==> src/design/fpa_pkg.sv <==
// Package of the fixed-point ALU: widths, opcodes, payload and stage types.
// Has no dependencies; the ALU design files and the checker refer to it by scoped names.
package fpa_pkg;

  localparam int unsigned FRAC_BITS  = 8;
  localparam int unsigned DATA_W     = 32;
  localparam int unsigned DIV_BPS    = 2;
  localparam int unsigned DIVD_W     = DATA_W + FRAC_BITS;
  localparam int unsigned DIV_STAGES = (DIVD_W + DIV_BPS - 1) / DIV_BPS;
  localparam int unsigned DIVP_W     = DIV_STAGES * DIV_BPS;
  localparam int unsigned REM_W      = DATA_W + 1;

  typedef enum logic [3:0] {
    OP_ADD     = 4'd0,
    OP_SUB     = 4'd1,
    OP_MUL     = 4'd2,
    OP_DIV     = 4'd3,
    OP_GT      = 4'd4,
    OP_LT      = 4'd5,
    OP_GE      = 4'd6,
    OP_LE      = 4'd7,
    OP_EQ      = 4'd8,
    OP_NE      = 4'd9,
    OP_MIN     = 4'd10,
    OP_MAX     = 4'd11,
    OP_INC     = 4'd12,
    OP_DEC     = 4'd13,
    OP_TOINT   = 4'd14,
    OP_FROMINT = 4'd15
  } opcode_e;

  typedef struct packed {
    logic [3:0]               opcode;
    logic signed [DATA_W-1:0] operand_a;
    logic signed [DATA_W-1:0] operand_b;
  } in_t;

  typedef struct packed {
    logic signed [DATA_W-1:0] result_value;
    logic                     compare_true;
    logic                     divide_by_zero;
  } out_t;

  // Results known after the first stage, carried alongside the divider.
  typedef struct packed {
    logic              is_div;
    logic              neg;
    logic [DATA_W-1:0] res;
    logic              cmp;
    logic              dz;
  } side_t;

  // Restoring divider state: remaining dividend bits shift out at the top of
  // quo while quotient bits shift in at the bottom.
  typedef struct packed {
    logic [REM_W-1:0]  rem;
    logic [DIVP_W-1:0] quo;
    logic [DATA_W-1:0] divisor;
  } div_t;

  typedef struct packed {
    side_t side;
    div_t  dv;
  } stage_t;

endpackage

==> src/design/fpa_out_buf.sv <==
// Two-entry output buffer that decouples the pipeline advance from the
// downstream ready. Depends on fpa_pkg.
module fpa_out_buf (
  input  logic          clk_i,
  input  logic          rst_ni,
  input  logic          push_i,
  input  fpa_pkg::out_t push_data_i,
  output logic          room_o,
  output logic          out_valid_o,
  input  logic          out_ready_i,
  output fpa_pkg::out_t out_data_o
);

  fpa_pkg::out_t mem_q [2];
  logic          wr_ptr_q, rd_ptr_q;
  logic [1:0]    count_q;
  logic          pop;

  assign pop         = out_valid_o && out_ready_i;
  assign out_valid_o = (count_q != 2'd0);
  assign room_o      = (count_q != 2'd2);
  assign out_data_o  = mem_q[rd_ptr_q];

  always_ff @(posedge clk_i or negedge rst_ni) begin
    if (!rst_ni) begin
      wr_ptr_q <= 1'b0;
      rd_ptr_q <= 1'b0;
      count_q  <= 2'd0;
    end else begin
      if (push_i) begin
        wr_ptr_q <= ~wr_ptr_q;
      end
      if (pop) begin
        rd_ptr_q <= ~rd_ptr_q;
      end
      count_q <= count_q + {1'b0, push_i} - {1'b0, pop};
    end
  end

  always_ff @(posedge clk_i) begin
    if (push_i) begin
      mem_q[wr_ptr_q] <= push_data_i;
    end
  end

endmodule

==> config.mk <==
export PLATFORM = sky130hd
export DESIGN_NAME = fpa_out_buf
export DESIGN_NICKNAME = d
export VERILOG_FILES = /design/src/design/fpa_pkg.sv /design/src/design/fpa_out_buf.sv
export SDC_FILE = /design/constraint.sdc
export NUM_CORES = 1
export LEC_CHECK = 0
export BUFFER_PORTS_ARGS = -buffer_cell sky130_fd_sc_hd__buf_4
export CAP_MARGIN = 0
export CORE_MARGIN = 8
export CORE_UTILIZATION = 30
export DETAILED_ROUTE_END_ITERATION = 6
export PLACE_DENSITY = 0.54
export SLEW_MARGIN = 20
export SYNTH_ARGS = -nofsm -noshare
export SYNTH_HDL_FRONTEND = slang
export SYNTH_SLANG_ARGS = --single-unit
export TNS_END_PERCENT = 100
==> constraint.sdc <==
create_clock -name clk_i -period 3.4 [get_ports clk_i]
set_clock_uncertainty 0.05 [all_clocks]
set_input_delay 0.34 -clock clk_i [delete_from_list [all_inputs] [get_ports clk_i]]
set_output_delay 0.34 -clock clk_i [all_outputs]
set_load 0.03 [all_outputs]
==> impl_metrics.toml <==
[status]
status = "complete, no violations"

[yosys]
synth-edff-count = 68
synth_ff_type = "edfxtp_1"
yosys.cell_count.top_type = "edfxtp_1"
yosysSeqAreaShare = 0.764
synth_xor_area_frac = 0.0125
netlist_top_cells_area = "edfxtp_1 (73%), mux2_4 (16%), dfrtp_1 (3.6%), buf_12 (2.1%), mux2_2 (2.0%)"
syn_area_sq_mm = 0.00280
synthSimpleGateAreaFrac = 0.00804
synth-seq-cells = 72
synth_compound_area_frac = 0.00268
synth_area_per_cell_sq_um = 22.8
synthAdderAreaFrac = 0.00893
synth_top_family_by_area = "multiplexers"
synth_top_area_frac = 0.729
muxShareOfSynthArea = 0.175
yosysWarnings = 0
syn-instance-count = 123
synth_nets = 163
yosysUniqueCellTypes = 15
synth_common_cells = "edfxtp_1 (68), mux2_4 (29), mux2_2 (5), dfrtp_1 (4), buf_12 (3)"
async_flop_share = 0.0556
synth_top_area_cell = "edfxtp_1"

[setup_path]
path_cells = "buf_4 -> mux2_4 -> buf_4"
reg2reg_slack_ns = 1.72
crit_slowest_cell = "dfrtp_2"
start_kind = "register"
crit_family = "flip-flops"
cp_common_cell = "buf_4"
cp.required_ns = 3.01
r2r_end = "mem_q[0][17]$_DFFE_PP_"
worst_r2r_path_depth = 1
arrival_ns = 2.02
critPathKind = "register to output port"
worstSetupEndpointType = "output port"
crit_buf_inv = 2
slowest_delay_ns = 0.76
r2r_start = "wr_ptr_q$_DFFE_PN0P_"
worstPathMaxFanout = 20

[finish]
post-route-cell-area_sq_mm = 0.00368
instances_no_fill = 321
drive_above_1_share = 0.600
area_delta_synth_final_pct = 31.3
n_antenna_cell = 0
fin_nets = 245
finish.utilization = 0.402

[sta]
rsz0062_at_grt = "no"
timing.final.crit_share = 0.708
hold_viol_final = 0
tns_ns = 0
final.min_clock_period_ns = 2.41
slew_violations = 0
tightest_slew_ns = 1.01
relSlewSlack = 0.323
fmax_mhz = 415
setup_viol = 0

[placement]
postPlaceCellArea_sq_mm = 0.00344
routabilityCongestion = 0.638
dp_hpwl_um = 3640
placed_cells = 304
placement.io_buffers = 73

[min_path]
whs_endpoint = "mem_q[1][29]$_DFFE_PP_"
min_from = "push_data_i[29]"
hp-class = "primary input to register"
holdPathStages = 1

[drt]
dr.first_iter.drc_count = 28
drt-total-wl_um = 5160
wire_per_inst_um = 16.1
vias_per_cell = 4.21
dr_total_vias = 1350
ant_nets = 0
drtPass1Iterations = 4
drc_errors = 0

[job]
max_cap_viol_count = 0

[power_and_ir_drop]
vdd_drop_max_mv = 0.366
leakagePower_nw = 1.47
p_per_area_mw_per_mm2 = 907

[floorplan]
start_util = 0.306
ios = 74
die_y_um = 113
dieArea_sq_mm = 0.0127
num_rows = 35
die_width_um = 113
core-area_sq_mm = 0.00915

[cts]
clkSlewWorstSetupHoldPaths_ns = 0.07
hold_buffers = 1
cts_tree = "yes"
cts_resized = 0
cts_root_buf = "clkbuf_8"
clk_latency_ns = 0.32
max-clock-path-buffers = 2
clock_sinks = 72
cts_buffers = 9
post_cts_buffers = 0
h-tree-depth = 3

[global_route]
grt_pass1_wl_um = 7950
antenna_found_initial = 0
gr-total-overflow = 0
grt_use_total = 0.0817
grt_max_degree = 35
grt_pass1_vias = 1541
-- registers in the layout, summed over array words and instances, names as in the netlist --
| signal | cells |
|---|---|
| rd_ptr_q | 1 |
| count_q | 2 |
| wr_ptr_q | 1 |
| mem_q | 68 |
-- logic make-up after synthesis --
kind of cell               count (synthesis)
AOI/OAI and AO/OA                          1
xor gates and xnor gates                   4
adders and majority gates                  2
buffers and inverters                      6
DFF                                       72
muxes                                     34
and+or+nand+nor                            4
-- layout make-up --
class                   instances  area, sq um
clock inverters                 7          110
multi-input cells              45          591
repair buffers                 75          566
well taps                     111          139
flip-flops and latches         72         2140
fillers                       826         5470
clock buffers                   9          124
inverters                       2         7.51
-- cells in the final DEF (no fill, tap or decap) --
cell           Yosys  final
bufinv_16          0      3
inv_1              2      2
buf_4              0     74
o21a_1             1      1
dfrtp_2            0      1
or2_2              1      1
nand2_1            1      1
clkbuf_8           0      9
ha_1               2      2
edfxtp_1          68     68
and2_2             0      1
mux2_2             5      5
xor2_1             2      2
clkinv_1           0      2
mux2_4            29     29
dfrtp_1            4      3
nor2b_4            0      1
xnor2_1            2      2
dlygate4sd3_1      0      1
clkinv_2           0      1
clkinvlp_4         0      1
-- metrics by stage --
stage               power (mW)  hold WS [ns]  worst slack (ns)
finish                    3.34         0.142             0.992
global route              3.50         0.118             0.885
CTS                       3.40         0.123             0.933
detailed placement        2.61        0.0938              1.30
global placement          2.60        0.0924              1.33
floorplan                 2.26      -0.00559             0.991
-- power breakdown --
group	leakage [nW]	switching [mW]	internal (mW)	total, mW
logic	0.673	0.690	0.574	1.26
clock network	0.114	0.296	0.481	0.777
registers	0.684	0.113	1.19	1.30
-- worst max path at each step --
stage,start,cells past startpoint,endpoint,slack [ns]
6_report,rd_ptr_q$_DFFE_PN0P_,3,out_data_o[13],0.99
5_1_grt,rd_ptr_q$_DFFE_PN0P_,3,out_data_o[18],0.88
3_3_place_gp,rd_ptr_q$_DFFE_PN0P_,3,out_data_o[4],1.33
2_1_floorplan,wr_ptr_q$_DFFE_PN0P_,1,mem_q[0][0]$_DFFE_PP_,0.99
4_1_cts,rd_ptr_q$_DFFE_PN0P_,3,out_data_o[4],0.93
3_5_place_dp,rd_ptr_q$_DFFE_PN0P_,3,out_data_o[4],1.30
-- layer usage --
metal | global-route usage | wire length (um) | vias up
li1 | - | - | 636
met1 | 0.101 | 2360 | 640
met2 | 0.117 | 2200 | 68
met3 | 0.0440 | 543 | 6
met4 | 0.0324 | 51 | 0
met5 | 0 | 0 | -
No activity file was read; power rests on OpenSTA's default activity.
