<file path="src/design/fpa_pkg.sv">
// Package of the fixed-point ALU: widths, opcodes, payload and stage types.
// Has no dependencies; the ALU design files and the checker refer to it by scoped names.
package fpa_pkg;

  localparam int unsigned FRAC_BITS  = 8;
  localparam int unsigned DATA_W     = 32;
  localparam int unsigned DIV_BPS    = 2;
  localparam int unsigned DIVD_W     = DATA_W + FRAC_BITS;
  localparam int unsigned DIV_STAGES = (DIVD_W + DIV_BPS - 1) / DIV_BPS;
  localparam int unsigned DIVP_W     = DIV_STAGES * DIV_BPS;
  localparam int unsigned REM_W      = DATA_W + 1;

  typedef enum logic [3:0] {
    OP_ADD     = 4'd0,
    OP_SUB     = 4'd1,
    OP_MUL     = 4'd2,
    OP_DIV     = 4'd3,
    OP_GT      = 4'd4,
    OP_LT      = 4'd5,
    OP_GE      = 4'd6,
    OP_LE      = 4'd7,
    OP_EQ      = 4'd8,
    OP_NE      = 4'd9,
    OP_MIN     = 4'd10,
    OP_MAX     = 4'd11,
    OP_INC     = 4'd12,
    OP_DEC     = 4'd13,
    OP_TOINT   = 4'd14,
    OP_FROMINT = 4'd15
  } opcode_e;

  typedef struct packed {
    logic [3:0]               opcode;
    logic signed [DATA_W-1:0] operand_a;
    logic signed [DATA_W-1:0] operand_b;
  } in_t;

  typedef struct packed {
    logic signed [DATA_W-1:0] result_value;
    logic                     compare_true;
    logic                     divide_by_zero;
  } out_t;

  // Results known after the first stage, carried alongside the divider.
  typedef struct packed {
    logic              is_div;
    logic              neg;
    logic [DATA_W-1:0] res;
    logic              cmp;
    logic              dz;
  } side_t;

  // Restoring divider state: remaining dividend bits shift out at the top of
  // quo while quotient bits shift in at the bottom.
  typedef struct packed {
    logic [REM_W-1:0]  rem;
    logic [DIVP_W-1:0] quo;
    logic [DATA_W-1:0] divisor;
  } div_t;

  typedef struct packed {
    side_t side;
    div_t  dv;
  } stage_t;

endpackage

</file>
<file path="src/design/fpa_back.sv">
// Last pipeline stage: applies the quotient sign and picks the final result.
// Depends on fpa_pkg.
module fpa_back (
  input  logic            clk_i,
  input  logic            rst_ni,
  input  logic            en_i,
  input  logic            valid_i,
  input  fpa_pkg::stage_t stage_i,
  output logic            valid_o,
  output fpa_pkg::out_t   data_o
);

  logic [fpa_pkg::DATA_W-1:0] q;
  fpa_pkg::out_t              data_d, data_q;
  logic                       valid_q;

  always_comb begin
    q = stage_i.dv.quo[fpa_pkg::DATA_W-1:0];
    data_d.compare_true   = stage_i.side.cmp;
    data_d.divide_by_zero = stage_i.side.dz;
    if (stage_i.side.is_div) begin
      data_d.result_value = stage_i.side.neg ? (~q + 1'b1) : q;
    end else begin
      data_d.result_value = stage_i.side.res;
    end
  end

  always_ff @(posedge clk_i or negedge rst_ni) begin
    if (!rst_ni) begin
      valid_q <= 1'b0;
    end else if (en_i) begin
      valid_q <= valid_i;
    end
  end

  always_ff @(posedge clk_i) begin
    if (en_i) begin
      data_q <= data_d;
    end
  end

  assign valid_o = valid_q;
  assign data_o  = data_q;

endmodule

</file>
<file path="config.mk">
export PLATFORM = sky130hd
export DESIGN_NAME = fpa_back
export DESIGN_NICKNAME = d
export VERILOG_FILES = /design/src/design/fpa_pkg.sv /design/src/design/fpa_back.sv
export SDC_FILE = /design/constraint.sdc
export NUM_CORES = 1
export LEC_CHECK = 0
export ABC_AREA = 1
export ABC_CLOCK_PERIOD_IN_PS = 1850
export BUFFER_PORTS_ARGS = -buffer_cell sky130_fd_sc_hd__buf_4
export CAP_MARGIN = 5
export CORE_ASPECT_RATIO = 0.7
export CORE_MARGIN = 2
export CORE_UTILIZATION = 40
export CTS_CLUSTER_DIAMETER = 30
export CTS_CLUSTER_SIZE = 10
export DETAILED_ROUTE_END_ITERATION = 12
export MAX_ROUTING_LAYER = met4
export PLACE_DENSITY_LB_ADDON = 0.08
export SLEW_MARGIN = 20
export SYNTH_ARGS = -nofsm -noshare
export SYNTH_HDL_FRONTEND = slang
export SYNTH_SLANG_ARGS = --single-unit
export TNS_END_PERCENT = 20
</file>
<file path="constraint.sdc">
create_clock -name clk_i -period 1.85 [get_ports clk_i]
set_input_delay 0 -clock clk_i [delete_from_list [all_inputs] [get_ports clk_i]]
set_output_delay 0 -clock clk_i [all_outputs]
set_load 0.1 [all_outputs]
</file>
==> impl_metrics.yaml <==
outcome:
  outcome: "finished with violations"
  violations: "hold timing"
grt:
  grt_usage_pct: 21.76
  antenna_found_initial: 0
  grt_max_degree: 36
  grt_pass1_vias: 2339
  grt_pass1_wl_um: 10630
  grt_overflow: 0
placement:
  placed_cell_area_mm2: 0.003259
  dpl_worst_slack_ps: 432.9
  gp_congestion: 0.9025
  dpl.hpwl_um: 5062
  io_buffer_count: 106
sta:
  rsz0062_at_grt: "false"
  final-max-slew-violation-count: 0
  relSlewSlack_pct: 69.83
  fmax_mhz: 880.3
  finClkSkew_ps: 0
  tns_ps: 0
  final.min_clock_period_ps: 1136
  final-hold-violation-count: 2
  finalSetupViolCount: 0
  tightest_slew_ps: 452.5
  hold-worst-slack_ps: -4.040
  fin_crit_sh_pct: 61.40
  setup_ws_ps: 714.0
power:
  clock_power_share_pct: 21.0
  power.internal_w: 0.001539
  seqPwrFrac_pct: 36.8
  sw_frac_of_total_pct: 42.40
  ir_drop_mv: 0.3808
  p_comb_share_pct: 42.2
  power_density_mw_per_mm2: 737.3
  p_sw_w: 0.001133
  leakagePower_nw: 1.701
synth:
  synthesis.nets: 470
  asyncSetResetFlopFracSynth_pct: 2.857
  synthCells: 324
  synth_area_leaders: "edfxtp_1 43%, nand2_1 18%, nand3_1 7.9%"
  synth-main-ff-cell: "edfxtp_1"
  synth.top_cell.area_share_pct: 42.57
  yosysSeqAreaShare_pct: 43.61
  synth_cell_type_count: 28
  synth-edff-count: 34
  ys_warn_count: 0
  synth_largest_area_cell: "edfxtp_1"
  ys_ff_latch: 35
  syn_avg_cell_area_um2: 7.403
  netlist_area_mm2: 0.002399
worst_setup_path:
  crit_path_cell_trace: "buf_4 -> inv_1 -> ha_1 -> nand3_1 -> nand2_2 -> nand3_4 -> nor2_4 -> nand3_1 -> nand3_1 -> nand2_1"
  critical-path-max-stage-delay_ps: 190
  r2r_cells: 1
  path_class: "in2reg"
  cpLargestDelayFamily: "simple AND/OR/NAND/NOR gates"
  crit_cells: 10
  required_ps: 1900
  startpoint_type: "input pin"
  crit_top_cell: "nand3_1"
  critPathMaxFanout: 6
  cp_slowest_cell: "ha_1"
  cp-end-kind: "register"
  path_buf_inv: 2
  crit_arrival_ps: 1190
  rrSetupSlack_ps: 1070
final_layout:
  drive_gt1_share_pct: 30.07
  nets: 604
  design_area_mm2: 0.003625
  syn_to_final_growth_pct: 51.12
  num_antenna_cells: 0
  final_util_pct: 62.98
cts:
  clk_pin_slew_ps: 70
  h-tree-depth: 2
  cts.path.max_buffers: 2
  cts_tree: "yes"
  holdBufCountCts: 28
  clock_sinks: 35
  cts_buffers: 5
  clock_latency_ps: 290
  ctsResizeCount: 0
  postCtsSetupBuffers: 0
  cts_root_buf: "clkbuf_8"
drt:
  detail_route.iter0.violations: 137
  remaining_drc_errors: 0
  dr.pass1.iters: 4
  vias_per_cell: 4.652
  postRouteAntennaNets: 0
  wire_per_inst_um: 12.88
  num_vias: 2484
  routed_wl_um: 6880
die:
  row_count: 23
  core_mm2: 0.005756
  floorplan.initialDensity_pct: 41.67
  die_area_mm2: 0.006642
  io_pins: 180
  die_h_um: 68.79
  die_w_um: 96.56
min_path:
  holdCritPathClass: "in2reg"
  whs_path_depth: 3
job:
  cap_viol_max_count: 0
==> placed cells by master (no fill, tap or decap), types with 7 or more instances in the layout <==
| cell | netlist | layout |
|---|---|---|
| inv_1 | 20 | 20 |
| xor2_1 | 7 | 7 |
| dlygate4sd3_1 | 0 | 28 |
| o21ai_0 | 11 | 11 |
| nand2_2 | 7 | 7 |
| buf_4 | 2 | 108 |
| nand3_1 | 38 | 38 |
| nor2_1 | 35 | 35 |
| nand2_1 | 117 | 117 |
| o21ai_1 | 11 | 11 |
| edfxtp_1 | 34 | 34 |
==> Yosys cell counts (3+ instances only) <==
| cell type | number |
|---|---|
| nand2_1 | 117 |
| nand3_1 | 38 |
| nor2_1 | 35 |
| edfxtp_1 | 34 |
| inv_1 | 20 |
| o21ai_0 | 11 |
| o21ai_1 | 11 |
| nand2_2 | 7 |
| xor2_1 | 7 |
| nand3b_1 | 6 |
| nand4_1 | 6 |
| inv_2 | 5 |
| clkbuf_1 | 4 |
| nor2_2 | 3 |
| nor2_4 | 3 |
| xnor2_1 | 3 |
==> layer usage <==
| layer | vias up | part of all wire (%) | GRT usage, % |
|---|---|---|---|
| met5 | - | 0 | - |
| met4 | 0 | 0.41 | 4.225 |
| met3 | 2 | 7.1 | 3.804 |
| met2 | 76 | 43 | 34.46 |
| met1 | 1077 | 49 | 29.82 |
| li1 | 1329 | - | - |
==> area by class of cell <==
type                       count  area, um^2
fill                         540        2131
multi-input combinational    254        1210
timing repair buffer         136        1091
sequential                    35        1046
inverter                      26       98.84
tap                           75       93.84
clock buffer                   6       72.57
clock inverter                 2       12.51
==> flip-flops by register name, summed over array words and instances, names as in the netlist <==
register	cells
data_o	34
valid_o	1
==> power by group through the flow <==
stage | sequential [W] | combinational [W] | clock, W
finish | 0.000983 | 0.00113 | 0.000562
global route | 0.000990 | 0.00119 | 0.000599
CTS | 0.000984 | 0.00113 | 0.000566
detailed placement | 0.00100 | 0.00108 | 0
global placement | 0.000997 | 0.00107 | 0
floorplan | 0.00156 | 0.000210 | 0
==> final timing paths <==
path / startpoint / to
max in group asynchronous: rst_ni / valid_o
min in group asynchronous: rst_ni / valid_o
worst max register to register: valid_o / valid_o
worst min-delay path: stage_i[114] / data_o[9]
worst min register to register: valid_o / valid_o
worst max-delay path: stage_i[32] / data_o[28]
==> cell families after synthesis <==
| kind of cell | synth area share [%] |
|---|---|
| AND/OR/NAND/NOR | 40.58 |
| buffers and inverters | 5.946 |
| flip-flops | 43.61 |
| AO/OA/AOI/OAI | 5.216 |
| XOR/XNOR | 3.652 |
| multiplexers | 0.4695 |
| adder cells (fa/ha/maj) | 0.5216 |
==> stage by stage <==
stage,instances,power (W)
6_report,534,0.002672
3_5_place_dp,498,0.002079
4_1_cts,534,0.002678
2_1_floorplan,324,0.001769
5_1_grt,534,0.002781
3_3_place_gp,498,0.002068
Power figures use the tool's default switching activity.
