--- config.mk ---
export PLATFORM = sky130hd
export DESIGN_NAME = fpa_div_stage
export DESIGN_NICKNAME = d
export VERILOG_FILES = /design/src/design/fpa_pkg.sv /design/src/design/fpa_div_stage.sv
export SDC_FILE = /design/constraint.sdc
export NUM_CORES = 1
export LEC_CHECK = 0
export BUFFER_PORTS_ARGS = -buffer_cell sky130_fd_sc_hd__buf_2
export CELL_PAD_IN_SITES_DETAIL_PLACEMENT = 1
export CELL_PAD_IN_SITES_GLOBAL_PLACEMENT = 1
export CORE_UTILIZATION = 43
export DETAILED_ROUTE_END_ITERATION = 12
export PLACE_DENSITY = 0.91
export SLEW_MARGIN = 30
export SYNTH_ARGS = -nofsm -noshare
export SYNTH_HDL_FRONTEND = slang
export SYNTH_SLANG_ARGS = --single-unit
--- constraint.sdc ---
create_clock -name clk_i -period 1.4 [get_ports clk_i]
set_clock_uncertainty 0.05 [all_clocks]
set_input_delay 0.14 -clock clk_i [delete_from_list [all_inputs] [get_ports clk_i]]
set_output_delay 0.14 -clock clk_i [all_outputs]
set_load 0.05 [all_outputs]
--- src/design/fpa_pkg.sv ---
// Package of the fixed-point ALU: widths, opcodes, payload and stage types.
// Has no dependencies; the ALU design files and the checker refer to it by scoped names.
package fpa_pkg;

  localparam int unsigned FRAC_BITS  = 8;
  localparam int unsigned DATA_W     = 32;
  localparam int unsigned DIV_BPS    = 2;
  localparam int unsigned DIVD_W     = DATA_W + FRAC_BITS;
  localparam int unsigned DIV_STAGES = (DIVD_W + DIV_BPS - 1) / DIV_BPS;
  localparam int unsigned DIVP_W     = DIV_STAGES * DIV_BPS;
  localparam int unsigned REM_W      = DATA_W + 1;

  typedef enum logic [3:0] {
    OP_ADD     = 4'd0,
    OP_SUB     = 4'd1,
    OP_MUL     = 4'd2,
    OP_DIV     = 4'd3,
    OP_GT      = 4'd4,
    OP_LT      = 4'd5,
    OP_GE      = 4'd6,
    OP_LE      = 4'd7,
    OP_EQ      = 4'd8,
    OP_NE      = 4'd9,
    OP_MIN     = 4'd10,
    OP_MAX     = 4'd11,
    OP_INC     = 4'd12,
    OP_DEC     = 4'd13,
    OP_TOINT   = 4'd14,
    OP_FROMINT = 4'd15
  } opcode_e;

  typedef struct packed {
    logic [3:0]               opcode;
    logic signed [DATA_W-1:0] operand_a;
    logic signed [DATA_W-1:0] operand_b;
  } in_t;

  typedef struct packed {
    logic signed [DATA_W-1:0] result_value;
    logic                     compare_true;
    logic                     divide_by_zero;
  } out_t;

  // Results known after the first stage, carried alongside the divider.
  typedef struct packed {
    logic              is_div;
    logic              neg;
    logic [DATA_W-1:0] res;
    logic              cmp;
    logic              dz;
  } side_t;

  // Restoring divider state: remaining dividend bits shift out at the top of
  // quo while quotient bits shift in at the bottom.
  typedef struct packed {
    logic [REM_W-1:0]  rem;
    logic [DIVP_W-1:0] quo;
    logic [DATA_W-1:0] divisor;
  } div_t;

  typedef struct packed {
    side_t side;
    div_t  dv;
  } stage_t;

endpackage

--- src/design/fpa_div_stage.sv ---
// One divider stage: DIV_BPS restoring division steps and a pipeline register.
// Depends on fpa_pkg.
module fpa_div_stage (
  input  logic            clk_i,
  input  logic            rst_ni,
  input  logic            en_i,
  input  logic            valid_i,
  input  fpa_pkg::stage_t stage_i,
  output logic            valid_o,
  output fpa_pkg::stage_t stage_o
);

  function automatic fpa_pkg::div_t div_step(fpa_pkg::div_t s);
    fpa_pkg::div_t          r;
    logic [fpa_pkg::REM_W-1:0] trial;
    logic                      qbit;
    trial = {s.rem[fpa_pkg::REM_W-2:0], s.quo[fpa_pkg::DIVP_W-1]};
    qbit  = (trial >= {1'b0, s.divisor});
    r.divisor = s.divisor;
    r.rem     = qbit ? (trial - {1'b0, s.divisor}) : trial;
    r.quo     = {s.quo[fpa_pkg::DIVP_W-2:0], qbit};
    return r;
  endfunction

  fpa_pkg::stage_t stage_d, stage_q;
  logic            valid_q;

  always_comb begin
    stage_d = stage_i;
    for (int i = 0; i < fpa_pkg::DIV_BPS; i++) begin
      stage_d.dv = div_step(stage_d.dv);
    end
  end

  always_ff @(posedge clk_i or negedge rst_ni) begin
    if (!rst_ni) begin
      valid_q <= 1'b0;
    end else if (en_i) begin
      valid_q <= valid_i;
    end
  end

  always_ff @(posedge clk_i) begin
    if (en_i) begin
      stage_q <= stage_d;
    end
  end

  assign valid_o = valid_q;
  assign stage_o = stage_q;

endmodule

==> results of run 1 <==
==> Yosys cell counts, drive strengths merged, types with 3 or more instances <==
cell / instances
a2111oi: 3
a211oi: 7
a21o: 33
a21oi: 82
a221oi: 3
a31o: 3
a31oi: 4
a41oi: 4
and2: 7
and3: 5
buf: 14
clkbuf: 9
edfxtp: 141
ha: 64
inv: 67
mux2: 34
mux2i: 5
nand2: 49
nand2b: 5
nand3: 25
nand4: 12
nor2: 59
nor2b: 3
nor3: 20
nor4: 4
o211ai: 5
o21a: 14
o21ai: 36
o21bai: 11
o311ai: 3
o31ai: 14
xnor2: 31
xor2: 12
==> kinds of logic after synthesis <==
logic type                 after synthesis  synth area share [%]
and+or+nand+nor                        198                  10.4
buffers and inverters                   90                  4.44
xor gates and xnor gates                43                  4.20
AOI/OAI and AO/OA                      243                  18.1
muxes                                   39                  5.92
adders and majority gates               66                  9.38
DFF                                    142                  47.5
==> metrics by stage <==
step	hold WS, ps	worst slack, ps	TNS, ps
after floorplan	-206	-3560	-119370
after global placement	-136	-3940	-131430
after detailed placement	-134	-4200	-140410
==> out/metrics.csv, run 1 <==
stage;metric;value;unit
die;initial core utilization;44.0;%
place;I/O Buffers;285;
place;placed cell count;1644;
synth;number of synthesized flops with an enable pin;141;
synth;Synth Area per Inst;10.9;µm²
synth;main flop type after synthesis;edfxtp_1;
outcome;status;stopped before the end;
synth;sequential area share after synthesis;47.5;%
synth;post-synth top area cell;edfxtp_1;
synth;Mapped Area;8970;µm²
place;DP Area;12900;µm²
synth;ys async rst share;0.704;%
die;# rows;52;
synth;Synth Register Bits;142;
cts;CTS sink cnt;142;
cts;clk root buf;clkbuf_16;
cts;CTS H-tree depth;4;
synth;Synth top area share;47.2;%
synth;Synth area leaders;edfxtp_1 (47%), ha_1 (8.9%), a21oi_1 (4.5%);
place;GP Congestion;0.960;
synth;Netlist cell types;73;
outcome;First Err;[ERROR DPL-0033] detailed placement checks failed during check placement.;
synth;synthesized net count;1032;
cts;postcts setup bufs;37;
cts;clock buffer depth;2;
synth;Cells after Synth;821;
die;Chip Height;146;µm
synth;yosys warns;0;
outcome;last stage reached;clock tree synthesis (4_1_cts);
die;IO Pins;287;
cts;cts hold-fix bufs;109;
cts;clock buffer count from CTS;17;
die;Die Span X;146;µm
place;DPL Wire Length;31900;µm
cts;Post-CTS Resized;140;
==> inputs of run 2 (changes only) <==
--- a/config.mk
+++ b/config.mk
@@ -6,11 +6,9 @@
 export NUM_CORES = 1
 export LEC_CHECK = 0
 export BUFFER_PORTS_ARGS = -buffer_cell sky130_fd_sc_hd__buf_2
-export CELL_PAD_IN_SITES_DETAIL_PLACEMENT = 1
-export CELL_PAD_IN_SITES_GLOBAL_PLACEMENT = 1
-export CORE_UTILIZATION = 43
+export CORE_UTILIZATION = 40
 export DETAILED_ROUTE_END_ITERATION = 12
-export PLACE_DENSITY = 0.91
+export PLACE_DENSITY_LB_ADDON = 0.15
 export SLEW_MARGIN = 30
 export SYNTH_ARGS = -nofsm -noshare
 export SYNTH_HDL_FRONTEND = slang
==> run 2 against run 1 <==
Net effect:
- the flow now finishes, with violations (setup timing)
- synthesized area unchanged
- synthesized cell count unchanged
==> out/metrics.csv, run 2 <==
stage;metric;value;unit
outcome;status;complete, but fails checks;
outcome;failing checks;setup timing;
cts;clock buffer count from CTS;17;
die;Chip Height;152;µm
die;# rows;54;
cts;TritonCTS clock tree;done;
hold_path;HP Start;en_i;
place;DP Area;13000;µm²
synth;Netlist cell types;73;
cells_and_area;max FFs per register;141;
die;initial core utilization;41.0;%
detailed_routing;Final ANT Viol Nets;0;
power_and_ir_drop;total chip power;20.4;mW
sta;RSZ-0062 raised after global routing;true;
synth;number of synthesized flops with an enable pin;141;
critical_path;Worst Setup SP;stage_i[1];
detailed_routing;final WL;31500;µm
sta;slew margin rel.;66.4;%
synth;ys async rst share;0.704;%
detailed_routing;Remaining DRCs;0;
place;pre-CTS setup slack;-4050;ps
synth;yosys warns;0;
global_routing;Tot GR Track Use;26.7;%
flow_run;Max Cap Violations;0;
critical_path;setup slack, reg-to-reg;600;ps
critical_path;crit end category;register;
synth;Cells after Synth;821;
power_and_ir_drop;Peak VDD IR;768;µV
synth;Synth area leaders;edfxtp_1 (47%), ha_1 (8.9%), a21oi_1 (4.5%);
detailed_routing;drt via density;5.04;
cts;clk root buf;clkbuf_16;
sta;Tcrit/Tclk final;350;%
critical_path;end of the worst register-to-register path;valid_o;
die;IO Pins;287;
detailed_routing;Pre-Repair DR Iteration Count;7;
global_routing;gr ovfl total;0;
critical_path;type of element launching the critical path;input pin;
synth;Synth Register Bits;142;
cells_and_area;diode count;0;
synth;Synth Area per Inst;10.9;µm²
critical_path;r2r worst-path depth;1;
sta;final slew viol count;0;
power_and_ir_drop;Pwr per Cell Area;1330;nW/µm²
detailed_routing;Wirelength per Cell;17.3;µm
sta;post-route minimum period;4900;ps
power_and_ir_drop;Pleak;7.06;nW
critical_path;crit-path max cell delay;480;ps
sta;Fmax;204;MHz
synth;commonest cells in the synthesized netlist;edfxtp_1 (141), a21oi_1 (81), inv_1 (66);
synth;Synth top area share;47.2;%
sta;worst slew pin tran;504;ps
cts;CTS sink cnt;142;
cells_and_area;commonest non-fill, non-tap cells in the layout;buf_4 (295), buf_2 (279), edfxtp_1 (141), dlygate4sd3_1 (109), a21oi_1 (67);
synth;sequential area share after synthesis;47.5;%
die;Core ar.;21900;µm²
global_routing;largest net degree at the start of global routing;59;
hold_path;Worst Hold Class;input pin to register;
synth;main flop type after synthesis;edfxtp_1;
critical_path;CP endpoint;stage_o[98];
critical_path;R2R Path Start;valid_o;
cells_and_area;most common cell after layout, fill and taps aside;buf_4;
place;GP Congestion;0.888;
global_routing;vias in the first global route;9051;
sta;Final WS setup;-3500;ps
synth;post-synth top area cell;edfxtp_1;
critical_path;Critical-path top delay cell;a2111o_1;
global_routing;initial antenna violation count;1;
detailed_routing;DR iter-0 viols;362;
detailed_routing;routed vias;9151;
synth;synthesized net count;1032;
die;die area;23000;µm²
critical_path;Critical Path RT;1520;ps
cells_and_area;share of layout cells above drive strength 1;48.9;%
critical_path;Crit path arrival time;5010;ps
cells_and_area;P&R area growth vs syn;70.3;%
place;I/O Buffers;285;
place;placed cell count;1653;
place;DPL Wire Length;23600;µm
cts;clock buffer depth;2;
cts;clk slew on worst S/H paths;70;ps
cells_and_area;nets;1734;
cts;Worst-Skew Late Latency;430;ps
die;Die Span X;152;µm
cells_and_area;final instance area;15300;µm²
critical_path;crit-path cells;buf_8 -> clkinvlp_4 -> ha_4 -> nor2b_4 -> o31a_1 -> a21o_1 -> a21o_1 -> o211ai_2 -> and2_4 -> buf_6 -> mux2_4 -> ha_4 -> nand3b_1 -> a211o_1 -> a311oi_4 -> nor2_2 -> a2111o_1 -> a21oi_2 -> a41o_2 -> nor3_4 -> buf_6 -> buf_12 -> mux2_4;
critical_path;crit path kind;input pin to register;
sta;Final Hold Fails;0;
cts;CTS H-tree depth;4;
cells_and_area;fin cells;1816;
cells_and_area;Final Util;69.7;%
synth;Mapped Area;8970;µm²
global_routing;first-pass GRT wire length;46200;µm
synth;cell with the most instances after synthesis;edfxtp_1;
sta;setup violators final;35;
critical_path;Worst Path Max Fanout;5;
[run 2: layout make-up]
class | count | area, µm²
clock buffers | 18 | 429
clock inverters | 14 | 144
fillers | 1682 | 6620
inverters | 67 | 265
multi-input cells | 589 | 4760
flip-flops and latches | 142 | 4260
well taps | 280 | 350
repair buffers | 706 | 5060
[run 2: metrics by stage]
step	hold slack, ps	setup TNS (ps)
2_1_floorplan	-206	-119370
3_3_place_gp	-134	-132940
3_5_place_dp	-131	-136430
4_1_cts	0.553	-116000
5_1_grt	0.887	-120170
6_report	9.14	-116720
[run 2: where the power goes]
part / switching [mW] / internal (mW) / total, mW
clock network: 2.03 / 2.51 / 4.53
registers: 0.157 / 5.45 / 5.60
logic: 5.70 / 4.53 / 10.2
total: 7.88 / 12.5 / 20.4
[run 2: logic make-up after synthesis]
kind of cell    Yosys count  synth area share, %
compound gates          243                 18.1
simple gates            198                 10.4
flops                   142                 47.5
buf+inv                  90                 4.44
fa+ha+maj                66                 9.38
xor+xnor                 43                 4.20
mux                      39                 5.92
[run 2: how the worst min path moves through the flow]
stage / end / slack (ps) / cells after the start
3_5_place_dp: valid_o / -130 / 1
4_1_cts: stage_o[19] / 0.6 / 1
6_report: stage_o[19] / 9 / 1
2_1_floorplan: valid_o / -210 / 0
3_3_place_gp: valid_o / -130 / 1
5_1_grt: stage_o[19] / 0.9 / 1
[run 2: timing repair]
item                                    4_1_cts  5_1_grt
hold endpoints to repair                    108        0
buffers inserted                             12       10
gates cloned                                  3        0
pin swaps                                    32       33
hold buffers                                109        0
gates resized for setup                      55       46
endpoints found under the setup margin       35       35
[run 2: worst max-delay path: cells and delay by family]
kind                     cells  cell delay, ps
AO/OA/AOI/OAI                9            2480
adder cells (fa/ha/maj)      2             530
buffers and inverters        5             620
multiplexers                 2             620
AND/OR/NAND/NOR              5             610
[run 2: per-layer routing]
metal | GRT usage, % | wire length (µm) | vias up
met5 | 0 | 0 | -
met4 | 8.47 | 709 | 0
met3 | 4.61 | 1700 | 45
met2 | 48.2 | 15900 | 279
met1 | 31.9 | 13200 | 4326
li1 | - | - | 4501
Power figures use the tool's default switching activity.
==> inputs of run 3 (changes only) <==
--- a/config.mk
+++ b/config.mk
@@ -6,7 +6,9 @@
 export NUM_CORES = 1
 export LEC_CHECK = 0
 export BUFFER_PORTS_ARGS = -buffer_cell sky130_fd_sc_hd__buf_2
-export CORE_UTILIZATION = 40
+export CELL_PAD_IN_SITES_DETAIL_PLACEMENT = 2
+export CELL_PAD_IN_SITES_GLOBAL_PLACEMENT = 2
+export CORE_UTILIZATION = 34
 export DETAILED_ROUTE_END_ITERATION = 12
 export PLACE_DENSITY_LB_ADDON = 0.15
 export SLEW_MARGIN = 30
==> run 3 against run 2 <==
Net effect:
- the run now fails in clock tree synthesis (4_1_cts)
- synthesized cell count stayed put
- synthesized area stayed put
==> out/metrics.csv, run 3 <==
stage;metric;value;unit
cts;CTS H-tree depth;4;
cts;clock buffer count from CTS;17;
cts;postcts setup bufs;28;
synth;yosys warns;0;
synth;mux cell area share after synthesis;5.92;%
place;pre-CTS setup slack;-4400;ps
synth;XOR/XNOR Fraction of Synth Area;4.20;%
synth;Synth Area in Simple Gates;10.4;%
synth;Compound-Gate Fraction of Synth Area;18.1;%
die;# rows;59;
die;IO Pins;287;
die;Chip Height;164;µm
synth;cell with the most instances after synthesis;edfxtp_1;
cts;cts hold-fix bufs;109;
synth;ys async rst share;0.704;%
cts;clk root buf;clkbuf_16;
synth;commonest cells in the synthesized netlist;edfxtp_1 (141), a21oi_1 (81), inv_1 (66);
synth;sequential area share after synthesis;47.5;%
outcome;status;stopped before the end;
synth;Synth top area share;47.2;%
synth;Cells after Synth;821;
synth;Synth area leaders;edfxtp_1 (47%), ha_1 (8.9%), a21oi_1 (4.5%);
synth;Synth Area in Adders;9.38;%
synth;post-synth top area cell;edfxtp_1;
outcome;last stage reached;clock tree synthesis (4_1_cts);
die;initial core utilization;34.5;%
cts;Post-CTS Resized;74;
cts;CTS sink cnt;142;
synth;synthesized net count;1032;
outcome;First Err;[ERROR DPL-0033] detailed placement checks failed during check placement.;
synth;Synth Area per Inst;10.9;µm²
place;DPL Wire Length;37800;µm
place;GP Congestion;0.843;
synth;Synth Register Bits;142;
die;Die Span X;164;µm
synth;main flop type after synthesis;edfxtp_1;
synth;largest family of logic cells by synthesized area;compound AO/OA/AOI/OAI gates;
synth;Netlist cell types;73;
synth;number of synthesized flops with an enable pin;141;
synth;Mapped Area;8970;µm²
cts;clock buffer depth;2;
place;I/O Buffers;285;
run 3: cell counts after synthesis:
Identical to the previous run, type by type.
run 3: through the flow:
step | hold WS [ps] | instance area [µm²] | cells | TNS (ps) | util, %
after floorplan | -206 | 9100 | 821 | -119370 | -
after global placement | -135 | 13200 | 1730 | -134060 | 50.8
after detailed placement | -123 | 13200 | 1730 | -147240 | 50.8
run 3: cells by family after synthesis:
| logic type | after synthesis |
|---|---|
| compound gates | 243 |
| simple gates | 198 |
| flops | 142 |
| buf+inv | 90 |
| fa+ha+maj | 66 |
| xor+xnor | 43 |
| mux | 39 |
